File: src/sv/mrcp_pkg.sv
// ----------------------------------------------------------------------------
// mrcp_pkg
// shared types and constants of the midi remote command parser
// ----------------------------------------------------------------------------
package mrcp_pkg;

  localparam int CTRL_COUNT = 128;
  localparam int CTRL_W     = $clog2(CTRL_COUNT);
  localparam int VAL_W      = 7;

  // result kinds
  typedef enum logic [2:0] {
    KIND_NOTE_ON  = 3'd0,
    KIND_NOTE_OFF = 3'd1,
    KIND_CC       = 3'd2,
    KIND_PROG     = 3'd3,
    KIND_ECHO     = 3'd4
  } kind_e;

  // configuration register indexes
  localparam logic [1:0] CFG_LISTEN_CHANNEL = 2'd0;
  localparam logic [1:0] CFG_BYPASS_MODE    = 2'd1;
  localparam logic [1:0] CFG_CC_BOUND_LOW   = 2'd2;
  localparam logic [1:0] CFG_CC_BOUND_HIGH  = 2'd3;

  // status bytes
  localparam logic [7:0] ST_SYSEX     = 8'hF0;
  localparam logic [7:0] ST_SONG_POS  = 8'hF2;
  localparam logic [7:0] ST_SONG_SEL  = 8'hF3;
  localparam logic [7:0] ST_NOTE_OFF  = 8'h80;
  localparam logic [7:0] ST_NOTE_ON   = 8'h90;
  localparam logic [7:0] ST_CTRL_CHG  = 8'hB0;
  localparam logic [7:0] ST_PROG_CHG  = 8'hC0;
  localparam logic [3:0] ST_SYSTEM_HI = 4'hF;

  // command code prefixes
  localparam logic [15:0] CODE_NOTE_ON  = 16'h9000;
  localparam logic [15:0] CODE_NOTE_OFF = 16'hA000;
  localparam logic [15:0] CODE_CTRL_CHG = 16'hB000;
  localparam logic [15:0] CODE_PROG_CHG = 16'hC000;

  localparam logic [2:0] POS_MAX = 3'd5;
  localparam logic [2:0] POS_TWO = 3'd2;

  // one classified item travelling from front to back
  typedef struct packed {
    kind_e             kind;
    logic [15:0]       code;
    logic [CTRL_W-1:0] ctrl;
    logic [7:0]        echo;
    logic              is_cc;
  } op_t;

endpackage

File: src/sv/midi_remote_command_parser_top.sv
// an accepted byte's result passes through the queue, the back stage register and the output register
// throughput: one byte per cycle while the output drains, limited by the single back stage and its table port
// a stalled output holds one result while up to two more ops wait in the queue
// reset clears parser state, configuration and the controller seen flags at once;
// the controller value memory itself is not swept, the value of an unseen entry is ignored when read
// ----------------------------------------------------------------------------
// midi_remote_command_parser_top
// midi running status parser (or raw byte echo in bypass mode) turning channel messages into command codes
// ----------------------------------------------------------------------------
module midi_remote_command_parser_top import mrcp_pkg::*; (
  input  logic        clk_i,
  input  logic        rst_ni,
  // configuration writes
  input  logic        cfg_we_i,
  input  logic [1:0]  cfg_index_i,
  input  logic [63:0] cfg_data_i,
  // byte input channel
  input  logic        in_valid_i,
  output logic        in_ready_o,
  input  logic [7:0]  midi_byte_i,
  // result channel
  output logic        out_valid_o,
  input  logic        out_ready_i,
  output logic [2:0]  result_kind_o,
  output logic [15:0] command_code_o,
  output logic [6:0]  controller_index_o,
  output logic [7:0]  echo_byte_o
);

  // configuration registers
  logic [3:0]  listen_channel_q;
  logic        bypass_mode_q;
  logic [63:0] cc_bound_low_q;
  logic [63:0] cc_bound_high_q;

  logic in_accept;
  logic push;
  op_t  push_op;
  logic q_full;
  logic q_valid;
  op_t  q_head;
  logic q_pop;
  op_t  out_op;

  always_ff @(posedge clk_i or negedge rst_ni) begin
    if (!rst_ni) begin
      listen_channel_q <= '0;
      bypass_mode_q    <= 1'b0;
      cc_bound_low_q   <= '0;
      cc_bound_high_q  <= '0;
    end else if (cfg_we_i) begin
      unique case (cfg_index_i)
        CFG_LISTEN_CHANNEL: listen_channel_q <= cfg_data_i[3:0];
        CFG_BYPASS_MODE:    bypass_mode_q    <= cfg_data_i[0];
        CFG_CC_BOUND_LOW:   cc_bound_low_q   <= cfg_data_i;
        CFG_CC_BOUND_HIGH:  cc_bound_high_q  <= cfg_data_i;
        default: begin
        end
      endcase
    end
  end

  // the front only needs queue space, never the output side
  assign in_ready_o = !q_full;
  assign in_accept  = in_valid_i && in_ready_o;

  // front: running status and classification of each byte
  mrcp_front u_front (
    .clk_i           (clk_i),
    .rst_ni          (rst_ni),
    .accept_i        (in_accept),
    .midi_byte_i     (midi_byte_i),
    .listen_channel_i(listen_channel_q),
    .bypass_mode_i   (bypass_mode_q),
    .push_o          (push),
    .op_o            (push_op)
  );

  // short queue decoupling front and back
  mrcp_queue u_queue (
    .clk_i    (clk_i),
    .rst_ni   (rst_ni),
    .push_i   (push),
    .push_op_i(push_op),
    .pop_i    (q_pop),
    .full_o   (q_full),
    .valid_o  (q_valid),
    .head_o   (q_head)
  );

  // back: controller table read-modify-write and result transfer
  mrcp_back u_back (
    .clk_i      (clk_i),
    .rst_ni     (rst_ni),
    .q_valid_i  (q_valid),
    .q_head_i   (q_head),
    .q_pop_o    (q_pop),
    .cc_bound_i ({cc_bound_high_q, cc_bound_low_q}),
    .out_valid_o(out_valid_o),
    .out_ready_i(out_ready_i),
    .out_op_o   (out_op)
  );

  assign result_kind_o      = out_op.kind;
  assign command_code_o     = out_op.code;
  assign controller_index_o = out_op.ctrl;
  assign echo_byte_o        = out_op.echo;

endmodule

File: src/sv/mrcp_front.sv
// ----------------------------------------------------------------------------
// mrcp_front
// running status tracker, classifies each byte into an op for the back end
// ----------------------------------------------------------------------------
module mrcp_front import mrcp_pkg::*; (
  input  logic       clk_i,
  input  logic       rst_ni,
  input  logic       accept_i,
  input  logic [7:0] midi_byte_i,
  input  logic [3:0] listen_channel_i,
  input  logic       bypass_mode_i,
  output logic       push_o,
  output op_t        op_o
);

  logic [7:0]       act_q, act_d;
  logic [7:0]       rcc_q, rcc_d;
  logic [3:0]       chan_q, chan_d;
  logic [2:0]       pos_q, pos_d;
  logic [VAL_W-1:0] first_q, first_d;
  logic [VAL_W-1:0] second_q, second_d;
  logic             produce;
  logic             match;

  assign match = (chan_q == listen_channel_i);

  always_comb begin
    act_d    = act_q;
    rcc_d    = rcc_q;
    chan_d   = chan_q;
    pos_d    = pos_q;
    first_d  = first_q;
    second_d = second_q;
    produce  = 1'b0;
    op_o     = '0;
    op_o.kind = KIND_NOTE_ON;
    if (bypass_mode_i) begin
      produce   = 1'b1;
      op_o.kind = KIND_ECHO;
      op_o.echo = midi_byte_i;
    end else if (midi_byte_i[7:4] == ST_SYSTEM_HI) begin
      if (midi_byte_i == ST_SYSEX || midi_byte_i == ST_SONG_POS ||
          midi_byte_i == ST_SONG_SEL) begin
        act_d = midi_byte_i;
      end else begin
        act_d = rcc_q;
      end
      pos_d = '0;
    end else if (midi_byte_i[7]) begin
      act_d  = {midi_byte_i[7:4], 4'h0};
      rcc_d  = {midi_byte_i[7:4], 4'h0};
      chan_d = midi_byte_i[3:0];
      pos_d  = '0;
    end else begin
      if (pos_q == 3'd0) first_d = midi_byte_i[VAL_W-1:0];
      if (pos_q == 3'd1) second_d = midi_byte_i[VAL_W-1:0];
      pos_d = (pos_q < POS_MAX) ? pos_q + 3'd1 : pos_q;
      unique case (act_q)
        ST_SONG_POS: begin
          if (pos_d >= POS_TWO) begin
            act_d = rcc_q;
            pos_d = '0;
          end
        end
        ST_SONG_SEL: begin
          act_d = rcc_q;
          pos_d = '0;
        end
        ST_NOTE_OFF: begin
          if (pos_d >= POS_TWO) begin
            pos_d = '0;
            if (match) begin
              produce   = 1'b1;
              op_o.kind = KIND_NOTE_OFF;
              op_o.code = CODE_NOTE_OFF | {9'd0, first_d};
            end
          end
        end
        ST_NOTE_ON: begin
          if (pos_d >= POS_TWO) begin
            pos_d = '0;
            if (match) begin
              produce = 1'b1;
              // velocity zero means note off
              if (second_d == '0) begin
                op_o.kind = KIND_NOTE_OFF;
                op_o.code = CODE_NOTE_OFF | {9'd0, first_d};
              end else begin
                op_o.kind = KIND_NOTE_ON;
                op_o.code = CODE_NOTE_ON | {9'd0, first_d};
              end
            end
          end
        end
        ST_CTRL_CHG: begin
          if (pos_d >= POS_TWO) begin
            pos_d = '0;
            if (match) begin
              produce    = 1'b1;
              op_o.kind  = KIND_CC;
              op_o.is_cc = 1'b1;
              op_o.code  = CODE_CTRL_CHG | {9'd0, second_d};
              op_o.ctrl  = first_d;
            end
          end
        end
        ST_PROG_CHG: begin
          pos_d = '0;
          if (match) begin
            produce   = 1'b1;
            op_o.kind = KIND_PROG;
            op_o.code = CODE_PROG_CHG | {9'd0, first_d};
          end
        end
        default: begin
        end
      endcase
    end
  end

  assign push_o = accept_i && produce;

  always_ff @(posedge clk_i or negedge rst_ni) begin
    if (!rst_ni) begin
      act_q    <= '0;
      rcc_q    <= '0;
      chan_q   <= '0;
      pos_q    <= '0;
      first_q  <= '0;
      second_q <= '0;
    end else if (accept_i) begin
      act_q    <= act_d;
      rcc_q    <= rcc_d;
      chan_q   <= chan_d;
      pos_q    <= pos_d;
      first_q  <= first_d;
      second_q <= second_d;
    end
  end

endmodule

File: src/sv/mrcp_queue.sv
// ----------------------------------------------------------------------------
// mrcp_queue
// two-entry op queue between front and back
// ----------------------------------------------------------------------------
module mrcp_queue import mrcp_pkg::*; (
  input  logic clk_i,
  input  logic rst_ni,
  input  logic push_i,
  input  op_t  push_op_i,
  input  logic pop_i,
  output logic full_o,
  output logic valid_o,
  output op_t  head_o
);

  localparam int Depth = 2;
  localparam int AW    = $clog2(Depth);

  op_t           mem_q [Depth];
  logic [AW-1:0] wptr_q, rptr_q;
  logic [AW:0]   cnt_q;

  assign full_o  = (cnt_q == (AW+1)'(Depth));
  assign valid_o = (cnt_q != '0);
  assign head_o  = mem_q[rptr_q];

  always_ff @(posedge clk_i) begin
    if (push_i) mem_q[wptr_q] <= push_op_i;
  end

  always_ff @(posedge clk_i or negedge rst_ni) begin
    if (!rst_ni) begin
      wptr_q <= '0;
      rptr_q <= '0;
      cnt_q  <= '0;
    end else begin
      if (push_i) wptr_q <= (wptr_q == AW'(Depth - 1)) ? '0 : wptr_q + 1'b1;
      if (pop_i)  rptr_q <= (rptr_q == AW'(Depth - 1)) ? '0 : rptr_q + 1'b1;
      if (push_i && !pop_i) begin
        cnt_q <= cnt_q + 1'b1;
      end else if (pop_i && !push_i) begin
        cnt_q <= cnt_q - 1'b1;
      end
    end
  end

endmodule

File: src/sv/mrcp_ram.sv
// ----------------------------------------------------------------------------
// mrcp_ram
// generic single write, single read ram with registered read
// ----------------------------------------------------------------------------
module mrcp_ram #(
  parameter int Width = 8,
  parameter int Depth = 128
) (
  input  logic                     clk_i,
  input  logic                     we_i,
  input  logic [$clog2(Depth)-1:0] waddr_i,
  input  logic [Width-1:0]         wdata_i,
  input  logic                     re_i,
  input  logic [$clog2(Depth)-1:0] raddr_i,
  output logic [Width-1:0]         rdata_o
);

  logic [Width-1:0] mem_q [Depth];
  logic [Width-1:0] rdata_q;

  assign rdata_o = rdata_q;

  always_ff @(posedge clk_i) begin
    if (we_i) mem_q[waddr_i] <= wdata_i;
    if (re_i) rdata_q <= mem_q[raddr_i];
  end

endmodule

File: src/sv/mrcp_back.sv
// ----------------------------------------------------------------------------
// mrcp_back
// executes ops: controller table check and update, output register
// ----------------------------------------------------------------------------
module mrcp_back import mrcp_pkg::*; (
  input  logic                  clk_i,
  input  logic                  rst_ni,
  input  logic                  q_valid_i,
  input  op_t                   q_head_i,
  output logic                  q_pop_o,
  input  logic [CTRL_COUNT-1:0] cc_bound_i,
  output logic                  out_valid_o,
  input  logic                  out_ready_i,
  output op_t                   out_op_o
);

  op_t               s1_op_q;
  logic              s1_valid_q;
  logic              fwd_q;
  logic [VAL_W-1:0]  fwd_data_q;
  logic [CTRL_COUNT-1:0] seen_q;
  logic              out_valid_q;
  op_t               out_op_q;

  logic              out_free;
  logic              s1_emit;
  logic              s1_go;
  logic              report;
  logic              old_seen;
  logic [VAL_W-1:0]  old_val;
  logic [VAL_W-1:0]  rdata;
  logic              we;

  mrcp_ram #(
    .Width(VAL_W),
    .Depth(CTRL_COUNT)
  ) u_table (
    .clk_i  (clk_i),
    .we_i   (we),
    .waddr_i(s1_op_q.ctrl),
    .wdata_i(s1_op_q.code[VAL_W-1:0]),
    .re_i   (q_pop_o),
    .raddr_i(q_head_i.ctrl),
    .rdata_o(rdata)
  );

  // a write in the same cycle as the read is forwarded
  assign old_seen = seen_q[s1_op_q.ctrl] || fwd_q;
  assign old_val  = fwd_q ? fwd_data_q : rdata;
  assign report   = (old_seen && (old_val != s1_op_q.code[VAL_W-1:0])) ||
                    cc_bound_i[s1_op_q.ctrl];

  assign out_free = !out_valid_q || out_ready_i;
  assign s1_emit  = !s1_op_q.is_cc || report;
  assign s1_go    = s1_valid_q && (!s1_emit || out_free);
  assign q_pop_o  = q_valid_i && (!s1_valid_q || s1_go);
  assign we       = s1_go && s1_op_q.is_cc;

  assign out_valid_o = out_valid_q;
  assign out_op_o    = out_op_q;

  always_ff @(posedge clk_i) begin
    if (q_pop_o) begin
      s1_op_q    <= q_head_i;
      fwd_data_q <= s1_op_q.code[VAL_W-1:0];
    end
    if (s1_go && s1_emit) out_op_q <= s1_op_q;
  end

  always_ff @(posedge clk_i or negedge rst_ni) begin
    if (!rst_ni) begin
      s1_valid_q  <= 1'b0;
      fwd_q       <= 1'b0;
      seen_q      <= '0;
      out_valid_q <= 1'b0;
    end else begin
      if (q_pop_o) begin
        s1_valid_q <= 1'b1;
        fwd_q      <= we && (s1_op_q.ctrl == q_head_i.ctrl);
      end else if (s1_go) begin
        s1_valid_q <= 1'b0;
      end
      if (we) seen_q[s1_op_q.ctrl] <= 1'b1;
      if (s1_go && s1_emit) begin
        out_valid_q <= 1'b1;
      end else if (out_ready_i) begin
        out_valid_q <= 1'b0;
      end
    end
  end

endmodule

File: config.mk
export PLATFORM = sky130hd
export DESIGN_NAME = midi_remote_command_parser_top
export DESIGN_NICKNAME = d
export VERILOG_FILES = /design/src/sv/mrcp_pkg.sv /design/src/sv/midi_remote_command_parser_top.sv /design/src/sv/mrcp_front.sv /design/src/sv/mrcp_queue.sv /design/src/sv/mrcp_ram.sv /design/src/sv/mrcp_back.sv
export SDC_FILE = /design/constraint.sdc
export NUM_CORES = 2
export LEC_CHECK = 0
export BUFFER_PORTS_ARGS = -buffer_cell sky130_fd_sc_hd__buf_4
export CAP_MARGIN = 5
export CORE_MARGIN = 4
export CORE_UTILIZATION = 30
export CTS_CLUSTER_DIAMETER = 200
export DETAILED_ROUTE_END_ITERATION = 8
export GPL_ROUTABILITY_DRIVEN = 0
export HOLD_SLACK_MARGIN = 0.06
export REMOVE_ABC_BUFFERS = 1
export SLEW_MARGIN = 5
export SYNTH_ARGS = -nofsm -noshare
export SYNTH_HDL_FRONTEND = slang
export SYNTH_SLANG_ARGS = --single-unit
File: constraint.sdc
create_clock -name clk_i -period 6.55 [get_ports clk_i]
set_input_delay 1.6375 -clock clk_i [delete_from_list [all_inputs] [get_ports clk_i]]
set_output_delay 1.6375 -clock clk_i [all_outputs]
set_load 0.01 [all_outputs]
==> results.py <==
metrics = {
    "outcome": {
        "status": "complete, no violations",
    },
    "drt": {
        "avgRoutedWirePerCell_um": 22.55,
        "drt_wl_total_mm": 152.2,
        "drt-vias-per-instance": 5.173,
        "drc": 0,
        "vias": 34930,
        "firstDrtPassIters": 6,
        "drtIter0Drc": 3639,
        "antenna_left": 0,
    },
    "yosys": {
        "ys_warn_count": 0,
        "synth_flop_cell": "edfxtp_1",
        "syn_inst": 4166,
        "synth_seq_cells": 1330,
        "avgSynthCellArea_um2": 13.30,
        "synth-edff-count": 1029,
        "ys_seq_area_share_pct": 69.35,
        "netlist_area_um2": 55410,
        "yosysUniqueCellTypes": 74,
        "async_reset_ff_share_pct": 22.63,
    },
    "die": {
        "die-area_um2": 191700,
        "die_x_um": 437.8,
        "io-pin-count": 115,
        "rows": 157,
        "core_area_um2": 183500,
        "start_util_pct": 30.20,
        "die_height_um": 437.8,
    },
    "finish": {
        "seq_area_um2": 38430,
        "drive_above_1_share_pct": 18.53,
        "nets": 4262,
        "final.fill_count": 17770,
        "area_delta_synth_final_pct": 14.07,
        "multi_input_area_um2": 15550,
    },
    "sta": {
        "tightest_slew_ns": 1.135,
        "fmax_mhz": 204.5,
        "slew_headroom_pct": 24.31,
        "finalSetupViolCount": 0,
        "period_share_pct": 74.65,
        "rsz0062_at_grt": "false",
        "finalHoldViolations": 0,
        "fin_crit_ns": 4.890,
        "skew_ns": 0.02538,
        "finalWorstSetupSlack_ns": 1.660,
        "slew_violations": 0,
    },
    "setup_path": {
        "worst_setup_path_end_kind": "register",
        "r2r_start": "u_back.s1_op_q[11]",
        "cp_max_fo": 48,
        "cp_top_family": "simple AND/OR/NAND/NOR gates",
        "r2r_end": "u_back.u_table.mem_q[91][5]",
        "slowest_stage": "edfxtp_1",
        "required_ns": 6.96,
        "start_kind": "register",
        "critPathLaunch": "u_back.s1_op_q[11]",
        "r2r_setup_slack_ns": 1.66,
        "endpoint": "u_back.u_table.mem_q[91][5]",
        "reg2regPathDepth": 9,
        "path_buf_inv": 1,
        "crit_cells": 9,
        "path_class": "register to register",
        "worst_ep_arrival_time_ns": 5.30,
        "worstPathCellList": "nor2b_1, a22oi_1, a31o_2, a211oi_1, o2111ai_2, a211oi_4, nand2b_4, buf_4, and3_1",
        "critPathMaxStageDelay_ns": 1.10,
    },
    "cts": {
        "cts_root_buf": "clkbuf_16",
        "cts_buffers": 131,
        "cts_sinks": 1330,
        "cts_resized": 0,
        "path_clk_slew_ns": 0.06,
        "cts_buffer_depth": 3,
        "post_cts_buffers": 0,
        "cts_hold_buf": 0,
        "worstSkewPairLatency_ns": 0.75,
        "htree_levels": 4,
        "cts_tree": "yes",
    },
    "place": {
        "pre_cts_slack_ns": 1.770,
        "hpwlAfterDp_mm": 94.42,
        "port_buffers": 109,
    },
    "global_route": {
        "grt_usage_pct": 15.54,
        "grt.overflow.total": 0,
        "grt_pass1_wl_mm": 226.4,
        "grt_antenna_before_repair": 8,
        "grt_max_degree": 131,
        "grt_pass1_vias": 34950,
    },
    "hold_path": {
        "min_path_cells": 0,
        "hold_class": "register to register",
    },
    "run": {
        "drv_cap": 0,
    },
    "power": {
        "p_leak_uw": 0.02314,
        "peakVddDrop_mv": 0.3647,
        "pwr_density_cell_nw_per_um2": 453.9,
        "totalPowerFinal_uw": 28690,
    },
}
-- cells in the mapped netlist (55+ instances only) --
cell         n  area, um2
edfxtp_1  1029      30900
nand2_1    892       3348
nand3_1    423       2117
dfrtp_1    301       7532
and3_1     200       1251
mux2_2     200       2252
clkbuf_1   189      709.4
a31o_2     129       1130
nor2_1     118      442.9
a311oi_1    92      805.8
mux2i_1     69      690.7
a31oi_1     67      419.2
buf_1       55      206.5
-- layout make-up --
class	instances	share of cell area (%)
well taps	2464	4.877
flip-flops and latches	1330	60.80
clock buffers	175	5.807
clock inverters	64	1.229
repair buffers	187	2.510
diodes	3	0.01188
multi-input cells	2505	24.60
inverters	24	0.1663
-- power by group --
group	switching [uW]	leakage, uW	internal [uW]	total (uW)
Sequential	710	0.0131	11100	11800
Clock	3230	0.00218	4530	7760
Combinational	6290	0.00783	2800	9090
-- cells in the final DEF (no fill, tap or decap), drive strengths merged, types with 45 or more instances in the layout --
| master | n |
|---|---|
| a311oi | 92 |
| a31o | 129 |
| a31oi | 67 |
| and3 | 200 |
| buf | 187 |
| clkbuf | 175 |
| dfrtp | 301 |
| edfxtp | 1029 |
| mux2 | 201 |
| mux2i | 69 |
| mux4 | 45 |
| nand2 | 892 |
| nand3 | 423 |
| nor2 | 119 |
-- stage by stage --
step	std cells	hold slack [ns]	utilization, %	instance area (um2)	TNS [ns]
2_1_floorplan	3859	0.4003	-	54000	-4367.19
3_3_place_gp	6510	0.4068	32.02	58760	0
3_5_place_dp	6510	0.4171	32.02	58760	0
4_1_cts	6749	0.4265	34.45	63200	0
5_1_grt	6750	0.4354	34.45	63210	0
6_report	6752	0.4172	34.45	63210	0
-- flip-flops by register name (all words and copies together), names as in the netlist, 8 cells and up --
signal,cells
u_back.out_op_o,29
u_back.s1_op_q,30
cc_bound_high_q,64
u_queue.mem_q,60
u_back.seen_q,128
cc_bound_low_q,64
u_back.u_table.mem_q,896
u_front.act_q,8
-- how the worst min path moves through the flow --
stage	from	end	slack, ns
6_report	u_back.s1_op_q[7]	u_back.out_op_o[7]	0.42
5_1_grt	u_back.s1_op_q[7]	u_back.out_op_o[7]	0.44
4_1_cts	u_back.s1_op_q[7]	u_back.out_op_o[7]	0.43
3_5_place_dp	u_back.s1_op_q[1]	u_back.out_op_o[1]	0.42
3_3_place_gp	u_back.s1_op_q[7]	u_back.out_op_o[7]	0.41
2_1_floorplan	u_back.s1_op_q[1]	u_back.out_op_o[1]	0.40
-- layer usage --
layer  share of wire, %  track usage [%]  vias up  routed length [um]
met4                3.5            5.784        0                5328
met5                  0                0        -                   0
li1                   -                -    15540                   -
met2                 48            25.66     1409               73150
met1                 42            20.47    17710               63380
met3                6.8            2.778      269               10370
-- cell families after synthesis --
kind of cell    after synthesis  synth area share, %
fa+ha+maj                     4              0.09032
flops                      1330                69.35
mux                         315                7.167
buf+inv                     335                2.746
compound gates              440                6.338
other cells                   1             0.006767
xor+xnor                     23               0.3635
simple gates               1718                13.94
(Power assumes the default switching activity.)
